--- config.mk ---
export PLATFORM = sky130hd
export DESIGN_NAME = calendar_date_counter_flat
export DESIGN_NICKNAME = d
export VERILOG_FILES = /design/src/rtl/caldate_pkg.sv /design/src/rtl/caldate_ifs.sv /design/src/rtl/calendar_date_counter.sv /design/src/flat_wrapper.sv
export SDC_FILE = /design/constraint.sdc
export NUM_CORES = 1
export LEC_CHECK = 0
export BUFFER_PORTS_ARGS = -buffer_cell sky130_fd_sc_hd__buf_2
export CORE_MARGIN = 2
export CORE_UTILIZATION = 58
export DETAILED_ROUTE_END_ITERATION = 10
export MAX_ROUTING_LAYER = met4
export PLACE_DENSITY_LB_ADDON = 0.2
export SYNTH_ARGS = -nofsm -noshare
export SYNTH_HDL_FRONTEND = slang
export SYNTH_SLANG_ARGS = --single-unit
--- constraint.sdc ---
create_clock -name clk -period 17.93 [get_ports clk]
set_clock_uncertainty 0.1 [all_clocks]
set_input_delay 3.586 -clock clk [delete_from_list [all_inputs] [get_ports clk]]
set_output_delay 3.586 -clock clk [all_outputs]
set_load 0.01 [all_outputs]
--- src/rtl/caldate_pkg.sv ---
package caldate_pkg;

	// Widths fixed by the word formats
	localparam int CMD_W      = 3;
	localparam int MONTH_W    = 4;
	localparam int DAY_W      = 5;
	localparam int DIFF_W     = 22;
	localparam int R100_W     = 7;
	localparam int MAX_YEAR_W = 16;
	localparam int ADDR_W     = 3;
	localparam int DATA_W     = 32;

	// Command codes
	localparam logic [CMD_W-1:0] CMD_SET  = 3'd0;
	localparam logic [CMD_W-1:0] CMD_NEXT = 3'd1;
	localparam logic [CMD_W-1:0] CMD_PREV = 3'd2;
	localparam logic [CMD_W-1:0] CMD_DIFF = 3'd3;
	localparam logic [CMD_W-1:0] CMD_READ = 3'd4;

	// Register indexes (word address bit)
	localparam logic REG_MIN_YEAR = 1'b0;
	localparam logic REG_MAX_YEAR = 1'b1;

	// Calendar constants
	localparam logic [MONTH_W-1:0] MONTH_JAN = 4'd1;
	localparam logic [MONTH_W-1:0] MONTH_FEB = 4'd2;
	localparam logic [MONTH_W-1:0] MONTH_DEC = 4'd12;
	localparam logic [DAY_W-1:0]   DAY_FIRST = 5'd1;
	localparam logic [DAY_W-1:0]   DAY_LAST  = 5'd31;
	localparam logic [DAY_W-1:0]   FEB_LEAP_DAYS = 5'd29;
	localparam logic [DAY_W-1:0]   FEB_DAYS  = 5'd28;
	localparam logic [DAY_W-1:0]   SHORT_DAYS = 5'd30;
	localparam logic [R100_W-1:0]  LAST_R100 = 7'd99;
	localparam int DAYS_PER_YEAR = 365;
	localparam int BASE_YEAR     = 1900;
	localparam int BASE_Q100     = 19;
	localparam int RESET_MAX_YEAR = 2100;
	localparam int RECIP_100     = 5243;
	localparam int RECIP_SHIFT   = 19;
	localparam int DIFF_HI = 2 ** (DIFF_W - 1) - 1;
	localparam int DIFF_LO = -(2 ** (DIFF_W - 1));

	typedef struct packed {
		logic [9:0]        q;
		logic [R100_W-1:0] r;
	} div100_t;

	// Quotient and remainder by 100: reciprocal estimate, one correction
	function automatic div100_t div100(input logic [MAX_YEAR_W-1:0] y);
		logic [MAX_YEAR_W+12:0] prod;
		logic [9:0]             q;
		logic [MAX_YEAR_W:0]    t;
		div100_t                qr;
		prod = (MAX_YEAR_W+13)'(y) * (MAX_YEAR_W+13)'(RECIP_100);
		q = prod[MAX_YEAR_W+12:RECIP_SHIFT];
		t = (MAX_YEAR_W+1)'(y) - ((MAX_YEAR_W+1)'(q) << 6)
			- ((MAX_YEAR_W+1)'(q) << 5) - ((MAX_YEAR_W+1)'(q) << 2);
		if (t[MAX_YEAR_W]) begin
			q = q - 10'd1;
			t = t + (MAX_YEAR_W+1)'(100);
		end
		qr.q = q;
		qr.r = t[R100_W-1:0];
		return qr;
	endfunction

	// Gregorian leap rule from the low year bits, year mod 100 and year/100
	function automatic logic is_leap(input logic [1:0] y_lo, input logic [R100_W-1:0] r100,
			input logic [1:0] q_lo);
		return ((y_lo == 2'd0) && (r100 != '0)) || ((r100 == '0) && (q_lo == 2'd0));
	endfunction

	function automatic logic [DAY_W-1:0] month_days(input logic [MONTH_W-1:0] m,
			input logic leap);
		logic [DAY_W-1:0] n;
		case (m) inside
			4'd4, 4'd6, 4'd9, 4'd11: n = SHORT_DAYS;
			MONTH_FEB:               n = leap ? FEB_LEAP_DAYS : FEB_DAYS;
			default:                 n = DAY_LAST;
		endcase
		return n;
	endfunction

	// Days in the year before the first of the month
	function automatic logic [8:0] days_before(input logic [MONTH_W-1:0] m);
		logic [8:0] n;
		case (m)
			4'd2:    n = 9'd31;
			4'd3:    n = 9'd59;
			4'd4:    n = 9'd90;
			4'd5:    n = 9'd120;
			4'd6:    n = 9'd151;
			4'd7:    n = 9'd181;
			4'd8:    n = 9'd212;
			4'd9:    n = 9'd243;
			4'd10:   n = 9'd273;
			4'd11:   n = 9'd304;
			4'd12:   n = 9'd334;
			default: n = 9'd0;
		endcase
		return n;
	endfunction

endpackage

--- src/rtl/caldate_ifs.sv ---
interface caldate_cmd_if import caldate_pkg::*; #(parameter int YEAR_BITS = 12);
	logic                 valid;
	logic                 ready;
	logic [CMD_W-1:0]     command;
	logic [MONTH_W-1:0]   month_in;
	logic [DAY_W-1:0]     day_in;
	logic [YEAR_BITS-1:0] year_in;

	modport source (output valid, command, month_in, day_in, year_in, input ready);
	modport sink (input valid, command, month_in, day_in, year_in, output ready);
endinterface

interface caldate_res_if import caldate_pkg::*; #(parameter int YEAR_BITS = 12);
	logic                 valid;
	logic                 ready;
	logic [MONTH_W-1:0]   month_out;
	logic [DAY_W-1:0]     day_out;
	logic [YEAR_BITS-1:0] year_out;
	logic                 leap_year;
	logic [DAY_W-1:0]     month_length;
	logic [DIFF_W-1:0]    day_difference;
	logic                 input_invalid;
	logic                 year_limit;

	modport source (output valid, month_out, day_out, year_out, leap_year, month_length,
		day_difference, input_invalid, year_limit, input ready);
	modport sink (input valid, month_out, day_out, year_out, leap_year, month_length,
		day_difference, input_invalid, year_limit, output ready);
endinterface

--- src/rtl/calendar_date_counter.sv ---
// Channel   Dir  Handshake    Word
// cmd       in   valid/ready  command, month_in, day_in, year_in
// res       out  valid/ready  date, leap flag, month length, difference, flags
// apb       in   psel/penable min_year (0x0), max_year (0x4), pready tied high
//
// One word enters per cycle unless a stalled result backs up the full stages.
// Stages: input register, validation and divide by 100, date update, day count.
// The stored date moves once per cycle unless stalled, as each command enters stage 3, so commands follow back to back.
// Reset (arst_n low) loads 1/1/1900 and the year window 1900..2100 at once.
// A stalled result holds only the stages behind it that are full.
module calendar_date_counter import caldate_pkg::*; #(
	parameter int YEAR_BITS = 12
) (
	input  logic              clk,
	input  logic              arst_n,
	input  logic              psel,
	input  logic              penable,
	input  logic              pwrite,
	input  logic [ADDR_W-1:0] paddr,
	input  logic [DATA_W-1:0] pwdata,
	output logic [DATA_W-1:0] prdata,
	output logic              pready,
	caldate_cmd_if.sink       cmd,
	caldate_res_if.source     res
);

	localparam int Q_W  = YEAR_BITS - 6;
	localparam int DN_W = YEAR_BITS + 10;
	localparam logic [YEAR_BITS-1:0] YEAR_TOP = {YEAR_BITS{1'b1}};
	localparam logic signed [DN_W:0] SAT_HI = (DN_W+1)'(DIFF_HI);
	localparam logic signed [DN_W:0] SAT_LO = (DN_W+1)'(DIFF_LO);

	// Day count from the start of year 0 to the given date
	function automatic logic [DN_W-1:0] day_number(input logic [YEAR_BITS-1:0] y,
			input logic [Q_W-1:0] q, input logic [R100_W-1:0] r,
			input logic [MONTH_W-1:0] m, input logic [DAY_W-1:0] d, input logic leap);
		logic [DN_W-1:0] n;
		n = DN_W'(y) * DN_W'(DAYS_PER_YEAR);
		n = n + DN_W'(y[YEAR_BITS-1:2]) + DN_W'(y[1:0] != 2'd0);
		n = n - DN_W'(q) - DN_W'(r != '0);
		n = n + DN_W'(q[Q_W-1:2]) + DN_W'(!((r == '0) && (q[1:0] == 2'd0)));
		n = n + DN_W'(days_before(m)) + DN_W'((m > MONTH_FEB) && leap) + DN_W'(d);
		return n;
	endfunction

	// Configuration registers
	logic [YEAR_BITS-1:0] min_year_q, max_year_q;

	assign pready = 1'b1;
	assign prdata = (paddr[ADDR_W-1] == REG_MAX_YEAR) ? DATA_W'(max_year_q) : DATA_W'(min_year_q);

	always_ff @(posedge clk or negedge arst_n) begin
		if (!arst_n) begin
			min_year_q <= YEAR_BITS'(BASE_YEAR);
			max_year_q <= YEAR_BITS'(RESET_MAX_YEAR);
		end else if (psel && penable && pwrite && pready) begin
			unique case (paddr[ADDR_W-1])
				REG_MIN_YEAR: min_year_q <= pwdata[YEAR_BITS-1:0];
				REG_MAX_YEAR: max_year_q <= pwdata[YEAR_BITS-1:0];
				default: ;
			endcase
		end
	end

	// Stage occupancy and advance
	logic v_s1, v_s2, v_s3, v_s4;
	logic load_s1, load_s2, load_s3, load_s4;

	assign load_s4   = !v_s4 || res.ready;
	assign load_s3   = !v_s3 || load_s4;
	assign load_s2   = !v_s2 || load_s3;
	assign load_s1   = !v_s1 || load_s2;
	assign cmd.ready = load_s1;

	always_ff @(posedge clk or negedge arst_n) begin
		if (!arst_n) begin
			v_s1 <= 1'b0;
			v_s2 <= 1'b0;
			v_s3 <= 1'b0;
			v_s4 <= 1'b0;
		end else begin
			if (load_s1) v_s1 <= cmd.valid;
			if (load_s2) v_s2 <= v_s1;
			if (load_s3) v_s3 <= v_s2;
			if (load_s4) v_s4 <= v_s3;
		end
	end

	// Stage 1: input word
	logic [CMD_W-1:0]     cmd_s1;
	logic [MONTH_W-1:0]   month_s1;
	logic [DAY_W-1:0]     day_s1;
	logic [YEAR_BITS-1:0] year_s1;

	always_ff @(posedge clk) begin
		if (load_s1) begin
			cmd_s1   <= cmd.command;
			month_s1 <= cmd.month_in;
			day_s1   <= cmd.day_in;
			year_s1  <= cmd.year_in;
		end
	end

	// Validate the input date; replace a bad one with 1/1/1900
	div100_t        in_qr;
	logic [Q_W-1:0] in_q;
	logic           in_leap, in_ok;

	assign in_qr   = div100(MAX_YEAR_W'(year_s1));
	assign in_q    = in_qr.q[Q_W-1:0];
	assign in_leap = is_leap(year_s1[1:0], in_qr.r, in_q[1:0]);
	assign in_ok   = (year_s1 >= min_year_q) && (year_s1 <= max_year_q)
		&& (month_s1 >= MONTH_JAN) && (month_s1 <= MONTH_DEC)
		&& (day_s1 >= DAY_FIRST) && (day_s1 <= month_days(month_s1, in_leap));

	logic [CMD_W-1:0]     cmd_s2;
	logic [MONTH_W-1:0]   month_s2;
	logic [DAY_W-1:0]     day_s2;
	logic [YEAR_BITS-1:0] year_s2;
	logic [Q_W-1:0]       q100_s2;
	logic [R100_W-1:0]    r100_s2;
	logic                 leap_s2, invalid_s2;

	always_ff @(posedge clk) begin
		if (load_s2) begin
			cmd_s2     <= cmd_s1;
			invalid_s2 <= !in_ok;
			if (in_ok) begin
				month_s2 <= month_s1;
				day_s2   <= day_s1;
				year_s2  <= year_s1;
				q100_s2  <= in_q;
				r100_s2  <= in_qr.r;
				leap_s2  <= in_leap;
			end else begin
				month_s2 <= MONTH_JAN;
				day_s2   <= DAY_FIRST;
				year_s2  <= YEAR_BITS'(BASE_YEAR);
				q100_s2  <= Q_W'(BASE_Q100);
				r100_s2  <= '0;
				leap_s2  <= 1'b0;
			end
		end
	end

	// Stored date, with the year also held as year/100 and year mod 100
	logic [MONTH_W-1:0]   cur_month_q;
	logic [DAY_W-1:0]     cur_day_q;
	logic [YEAR_BITS-1:0] cur_year_q;
	logic [Q_W-1:0]       cur_q100_q;
	logic [R100_W-1:0]    cur_r100_q;

	logic                 cur_leap;
	logic [DAY_W-1:0]     cur_len;
	logic [MONTH_W-1:0]   nxt_month;
	logic [DAY_W-1:0]     nxt_day;
	logic [YEAR_BITS-1:0] nxt_year;
	logic [Q_W-1:0]       nxt_q100;
	logic [R100_W-1:0]    nxt_r100;
	logic                 nxt_limit;

	assign cur_leap = is_leap(cur_year_q[1:0], cur_r100_q, cur_q100_q[1:0]);
	assign cur_len  = month_days(cur_month_q, cur_leap);

	// Work out the date after the command
	always_comb begin
		nxt_month = cur_month_q;
		nxt_day   = cur_day_q;
		nxt_year  = cur_year_q;
		nxt_q100  = cur_q100_q;
		nxt_r100  = cur_r100_q;
		nxt_limit = 1'b0;
		case (cmd_s2)
			CMD_SET: begin
				nxt_month = month_s2;
				nxt_day   = day_s2;
				nxt_year  = year_s2;
				nxt_q100  = q100_s2;
				nxt_r100  = r100_s2;
			end
			CMD_NEXT: begin
				if (cur_day_q < cur_len) begin
					nxt_day = cur_day_q + DAY_W'(1);
				end else if (cur_month_q < MONTH_DEC) begin
					nxt_day   = DAY_FIRST;
					nxt_month = cur_month_q + MONTH_W'(1);
				end else if (cur_year_q < YEAR_TOP) begin
					nxt_day   = DAY_FIRST;
					nxt_month = MONTH_JAN;
					nxt_year  = cur_year_q + YEAR_BITS'(1);
					if (cur_r100_q == LAST_R100) begin
						nxt_r100 = '0;
						nxt_q100 = cur_q100_q + Q_W'(1);
					end else begin
						nxt_r100 = cur_r100_q + R100_W'(1);
					end
				end else begin
					nxt_limit = 1'b1;
				end
			end
			CMD_PREV: begin
				if (cur_day_q > DAY_FIRST) begin
					nxt_day = cur_day_q - DAY_W'(1);
				end else if (cur_month_q > MONTH_JAN) begin
					nxt_month = cur_month_q - MONTH_W'(1);
					nxt_day   = month_days(cur_month_q - MONTH_W'(1), cur_leap);
				end else if (cur_year_q != '0) begin
					nxt_month = MONTH_DEC;
					nxt_day   = DAY_LAST;
					nxt_year  = cur_year_q - YEAR_BITS'(1);
					if (cur_r100_q == '0) begin
						nxt_r100 = LAST_R100;
						nxt_q100 = cur_q100_q - Q_W'(1);
					end else begin
						nxt_r100 = cur_r100_q - R100_W'(1);
					end
				end else begin
					nxt_limit = 1'b1;
				end
			end
			default: ;
		endcase
	end

	always_ff @(posedge clk or negedge arst_n) begin
		if (!arst_n) begin
			cur_month_q <= MONTH_JAN;
			cur_day_q   <= DAY_FIRST;
			cur_year_q  <= YEAR_BITS'(BASE_YEAR);
			cur_q100_q  <= Q_W'(BASE_Q100);
			cur_r100_q  <= '0;
		end else if (load_s3 && v_s2) begin
			cur_month_q <= nxt_month;
			cur_day_q   <= nxt_day;
			cur_year_q  <= nxt_year;
			cur_q100_q  <= nxt_q100;
			cur_r100_q  <= nxt_r100;
		end
	end

	// Stage 3: snapshot of the date after the step, input day count
	logic                 diff_s3, invalid_s3, limit_s3, leap_s3;
	logic [MONTH_W-1:0]   month_s3;
	logic [DAY_W-1:0]     day_s3;
	logic [YEAR_BITS-1:0] year_s3;
	logic [Q_W-1:0]       q100_s3;
	logic [R100_W-1:0]    r100_s3;
	logic [DN_W-1:0]      in_dn_s3;

	always_ff @(posedge clk) begin
		if (load_s3) begin
			diff_s3    <= (cmd_s2 == CMD_DIFF);
			invalid_s3 <= invalid_s2 && ((cmd_s2 == CMD_SET) || (cmd_s2 == CMD_DIFF));
			limit_s3   <= nxt_limit;
			month_s3   <= nxt_month;
			day_s3     <= nxt_day;
			year_s3    <= nxt_year;
			q100_s3    <= nxt_q100;
			r100_s3    <= nxt_r100;
			leap_s3    <= is_leap(nxt_year[1:0], nxt_r100, nxt_q100[1:0]);
			in_dn_s3   <= day_number(year_s2, q100_s2, r100_s2, month_s2, day_s2, leap_s2);
		end
	end

	// Stored day count minus input day count, saturated
	logic [DN_W-1:0]        cur_dn;
	logic signed [DN_W:0]   diff_full, diff_sat;

	assign cur_dn    = day_number(year_s3, q100_s3, r100_s3, month_s3, day_s3, leap_s3);
	assign diff_full = $signed({1'b0, cur_dn}) - $signed({1'b0, in_dn_s3});

	always_comb begin
		if (diff_full > SAT_HI)
			diff_sat = SAT_HI;
		else if (diff_full < SAT_LO)
			diff_sat = SAT_LO;
		else
			diff_sat = diff_full;
	end

	// Stage 4: result register
	logic [MONTH_W-1:0]   month_s4;
	logic [DAY_W-1:0]     day_s4, mlen_s4;
	logic [YEAR_BITS-1:0] year_s4;
	logic                 leap_s4, invalid_s4, limit_s4;
	logic [DIFF_W-1:0]    diff_s4;

	always_ff @(posedge clk) begin
		if (load_s4) begin
			month_s4   <= month_s3;
			day_s4     <= day_s3;
			year_s4    <= year_s3;
			leap_s4    <= leap_s3;
			mlen_s4    <= month_days(month_s3, leap_s3);
			diff_s4    <= diff_s3 ? diff_sat[DIFF_W-1:0] : '0;
			invalid_s4 <= invalid_s3;
			limit_s4   <= limit_s3;
		end
	end

	assign res.valid          = v_s4;
	assign res.month_out      = month_s4;
	assign res.day_out        = day_s4;
	assign res.year_out       = year_s4;
	assign res.leap_year      = leap_s4;
	assign res.month_length   = mlen_s4;
	assign res.day_difference = diff_s4;
	assign res.input_invalid  = invalid_s4;
	assign res.year_limit     = limit_s4;

endmodule

--- src/flat_wrapper.sv ---
// flat-port wrapper written by rule: the top's interface ports become plain ports
module calendar_date_counter_flat import caldate_pkg::*;
#(
	parameter int YEAR_BITS = 12
)
  (clk, arst_n, psel, penable, pwrite, paddr, pwdata, prdata, pready, cmd_valid, cmd_command, cmd_month_in, cmd_day_in, cmd_year_in, cmd_ready, res_valid, res_month_out, res_day_out, res_year_out, res_leap_year, res_month_length, res_day_difference, res_input_invalid, res_year_limit, res_ready);
  caldate_cmd_if #(.YEAR_BITS(YEAR_BITS)) cmd_i ();
  caldate_res_if #(.YEAR_BITS(YEAR_BITS)) res_i ();
  input  logic clk;
  input  logic arst_n;
  input  logic psel;
  input  logic penable;
  input  logic pwrite;
  input  logic [ADDR_W-1:0] paddr;
  input  logic [DATA_W-1:0] pwdata;
  output logic [DATA_W-1:0] prdata;
  output logic pready;
  input wire logic [$bits(cmd_i.valid)-1:0] cmd_valid;
  input wire logic [$bits(cmd_i.command)-1:0] cmd_command;
  input wire logic [$bits(cmd_i.month_in)-1:0] cmd_month_in;
  input wire logic [$bits(cmd_i.day_in)-1:0] cmd_day_in;
  input wire logic [$bits(cmd_i.year_in)-1:0] cmd_year_in;
  output wire logic [$bits(cmd_i.ready)-1:0] cmd_ready;
  output wire logic [$bits(res_i.valid)-1:0] res_valid;
  output wire logic [$bits(res_i.month_out)-1:0] res_month_out;
  output wire logic [$bits(res_i.day_out)-1:0] res_day_out;
  output wire logic [$bits(res_i.year_out)-1:0] res_year_out;
  output wire logic [$bits(res_i.leap_year)-1:0] res_leap_year;
  output wire logic [$bits(res_i.month_length)-1:0] res_month_length;
  output wire logic [$bits(res_i.day_difference)-1:0] res_day_difference;
  output wire logic [$bits(res_i.input_invalid)-1:0] res_input_invalid;
  output wire logic [$bits(res_i.year_limit)-1:0] res_year_limit;
  input wire logic [$bits(res_i.ready)-1:0] res_ready;
  assign cmd_i.valid = cmd_valid;
  assign cmd_i.command = cmd_command;
  assign cmd_i.month_in = cmd_month_in;
  assign cmd_i.day_in = cmd_day_in;
  assign cmd_i.year_in = cmd_year_in;
  assign cmd_ready = cmd_i.ready;
  assign res_valid = res_i.valid;
  assign res_month_out = res_i.month_out;
  assign res_day_out = res_i.day_out;
  assign res_year_out = res_i.year_out;
  assign res_leap_year = res_i.leap_year;
  assign res_month_length = res_i.month_length;
  assign res_day_difference = res_i.day_difference;
  assign res_input_invalid = res_i.input_invalid;
  assign res_year_limit = res_i.year_limit;
  assign res_i.ready = res_ready;
  calendar_date_counter #(.YEAR_BITS(YEAR_BITS)) u_core (.clk(clk), .arst_n(arst_n), .psel(psel), .penable(penable), .pwrite(pwrite), .paddr(paddr), .pwdata(pwdata), .prdata(prdata), .pready(pready), .cmd(cmd_i), .res(res_i));
endmodule
==> metrics <==
status=completed; max-cap violation count=0; final worst path period need=12160 ps; M3 GR Usage=3.50%; Clock Path Buffers=3; CP max-delay cell=edfxtp_1; IO Port Bufs=105; Final Cell Area=27300 um2; Worst-Skew Late Latency=570 ps; DR iter-0 viols=1041; GRT busiest layer=met2; pin count of the biggest net entering global routing=63; final setup violation count=0; Crit. End Element=flip-flop; CP startpoint kind=flip-flop; CTS tree=done; die height=212 um; drt first pass iters=5; Num CTS Buffers=30; top cells by instance count after synthesis=inv_1 (447), ha_1 (394), fa_1 (194), edfxtp_1 (171), a21oi_1 (131); first-pass GRT wire length=92900 um; Clock Pin Slew Worst Setup and Hold Paths=60 ps; Placer Congestion=0.962; met2 Resource Use GR=45.0%; layout net count=3242; #FFs+latches synth=251; EDFF count, synth=171; Synth cell types=90; slew margin rel.=14.6%; hold-fix buffers at CTS=0; Primary FF master, synth=edfxtp_1; Synth top area share=20.4%; RSZ-0062 raised after global routing=false; synthesized netlist cell count=2502; part of the Yosys area used for sequential elements=28.1%; Fin Setup TNS=0 ps; post-synthesis average cell area=10.1 um2; Tot GR Track Use=27.0%; crit-path max cell delay=630 ps; Setup CP Type=reg -> reg; most frequent CP cell=inv_1; CTS H-tree depth=1; vias in the first global route=18.1k; Final Hold Violating Endpoints=0; WP data required=18310 ps; Area Growth Syn to Fin=8.45%; Clock Sinks=251; post-DP HPWL=46600 um; initial antenna violation count=3; Fin Hold WS=317 ps; synthesized cell area=25200 um2; Clock Tree Root=clkbuf_16; worst path arrival time=12540 ps; YS warnings=0; Total Wirelength=57600 um; Final ANT Viol Nets=0; drt drc=0; Yosys top cell by area=edfxtp_1; Worst Hold Class=reg -> reg; GR Util met1=33.8%; layout cell share with drive strength beyond 1=11.3%; final core occ=63.5%; via count=18.0k; Core ar.=43000 um2; most frequent cell after synthesis=inv_1; Top-Level Pins=152; Resize count post-CTS=0; total die area=45100 um2; CP max FO=22; DP Area=26200 um2; Setup Fix Bufs, Post-CTS=0; fmax=0.0822 GHz; Via density=5.63; worst slew pin tran=1280 ps; grt total ovfl=0; drt wl/cell=18.0 um; fraction of registers with async set/reset=24.7%; main area contributors after synthesis=edfxtp_1 (20%), ha_1 (20%), fa_1 (15%); crit share post-route=67.8%; Row Count=76; Initial Util=58.5%; Pins Over Slew Limit=0; Die X=212 um
path summary, 6_finish.rpt:
path,slack [ps],startpoint,depth (start not counted),endpoint
setup / recovery,5770,u_core.year_s1[8],46,flip-flop
hold / removal,320,u_core.invalid_s3,0,u_core.res.input_invalid
setup reg to reg,5770,u_core.year_s1[8],46,flip-flop
hold reg to reg,320,u_core.invalid_s3,0,u_core.res.input_invalid
max in group asynchronous,14040,arst_n,2,u_core.max_year_q[7]
min in group asynchronous,3100,arst_n,2,u_core.cur_day_q[4]
per-stage QoR:
| step | setup slack [ps] | cells |
|---|---|---|
| 3_3_place_gp | 6130 | 3141 |
| 3_5_place_dp | 5870 | 3141 |
| 6_report | 5770 | 3200 |
| 2_1_floorplan | 7460 | 2524 |
| 4_1_cts | 5800 | 3197 |
| 5_1_grt | 4990 | 3200 |
logic make-up after synthesis:
| group | after synthesis | share of synthesized area [%] |
|---|---|---|
| mux | 63 | 2.78 |
| xor+xnor | 109 | 3.79 |
| flops | 251 | 28.1 |
| simple gates | 471 | 9.26 |
| other cells | 2 | 0.0298 |
| buf+inv | 540 | 8.47 |
| compound gates | 475 | 12.4 |
| fa+ha+maj | 591 | 35.2 |
cell usage in the layout, fill, tap and decap left out, types with 8 or more instances in the layout:
| cell type | netlist | routed |
|---|---|---|
| dfstp_2 | 23 | 23 |
| nor2b_1 | 15 | 15 |
| o21ai_0 | 107 | 107 |
| mux2i_1 | 9 | 9 |
| nand2_1 | 117 | 117 |
| fa_1 | 194 | 194 |
| or2_2 | 13 | 13 |
| nor3_1 | 38 | 36 |
| nor2_1 | 121 | 121 |
| nand4_1 | 17 | 17 |
| inv_1 | 447 | 447 |
| or3_1 | 9 | 9 |
| dfrtp_1 | 39 | 39 |
| and2_1 | 16 | 16 |
| a21oi_1 | 131 | 131 |
| dfxtp_1 | 18 | 18 |
| xor2_1 | 40 | 40 |
| o31ai_1 | 8 | 8 |
| a221oi_1 | 10 | 10 |
| mux2_2 | 53 | 53 |
| nand2b_1 | 22 | 21 |
| o21a_1 | 19 | 19 |
| xnor2_1 | 69 | 69 |
| a211oi_1 | 14 | 14 |
| a21o_1 | 42 | 42 |
| and3_1 | 22 | 22 |
| conb_1 | 2 | 24 |
| ha_1 | 394 | 394 |
| buf_4 | 24 | 15 |
| nor4_1 | 14 | 14 |
| a211o_1 | 9 | 9 |
| edfxtp_1 | 171 | 171 |
| o21ai_1 | 10 | 10 |
| buf_2 | 5 | 105 |
| a31oi_1 | 18 | 18 |
| nand3_1 | 38 | 38 |
| clkbuf_16 | 0 | 31 |
| o211ai_1 | 9 | 9 |
sequential cells by signal, summed over array words and instances, names as in the netlist, 5 cells and up, named ones only:
signal                     flops
u_core.cur_r100_q              7
u_core.year_s2                12
u_core.q100_s3                 6
u_core.day_s3                  5
u_core.cur_q100_q              6
u_core.year_s1                12
u_core.r100_s2                 7
u_core.min_year_q             12
u_core.in_dn_s3               22
u_core.res.day_difference     22
u_core.r100_s3                 7
u_core.res.year_out           12
u_core.day_s2                  5
u_core.q100_s2                 6
u_core.cur_day_q               5
u_core.cur_year_q             12
u_core.res.day_out             5
u_core.max_year_q             12
u_core.year_s3                12
u_core.day_s1                  5
final cells by class:
class	count	area (um2)
Clock inverter	20	255
Fill cell	3581	15700
Clock buffer	36	825
Multi-Input combinational cell	1733	16100
Sequential cell	251	7080
Antenna cell	3	7.51
Inverter	452	1700
Timing Repair Buffer	120	638
Tap cell	585	732
layer usage:
metal  routed length, um  up-vias  part of all wire (%)
li1                    -     8719                     -
met2               27900      502                    49
met1               23900     8662                    41
met5                   0        -                     0
met4                2520        0                   4.4
met3                3250      125                   5.6
critical path, delay by kind of cell (launching register included):
kind,cells,cell delay [ps]
adder cells (fa/ha/maj),13,4760
AO/OA/AOI/OAI,14,3300
AND/OR/NAND/NOR,7,1450
buffers and inverters,10,1140
XOR/XNOR,2,690
flip-flops,1,630
Power is left out: the tool's default activity adds up to more than one toggle a clock period on the data nets, which glitch-free logic cannot reach.
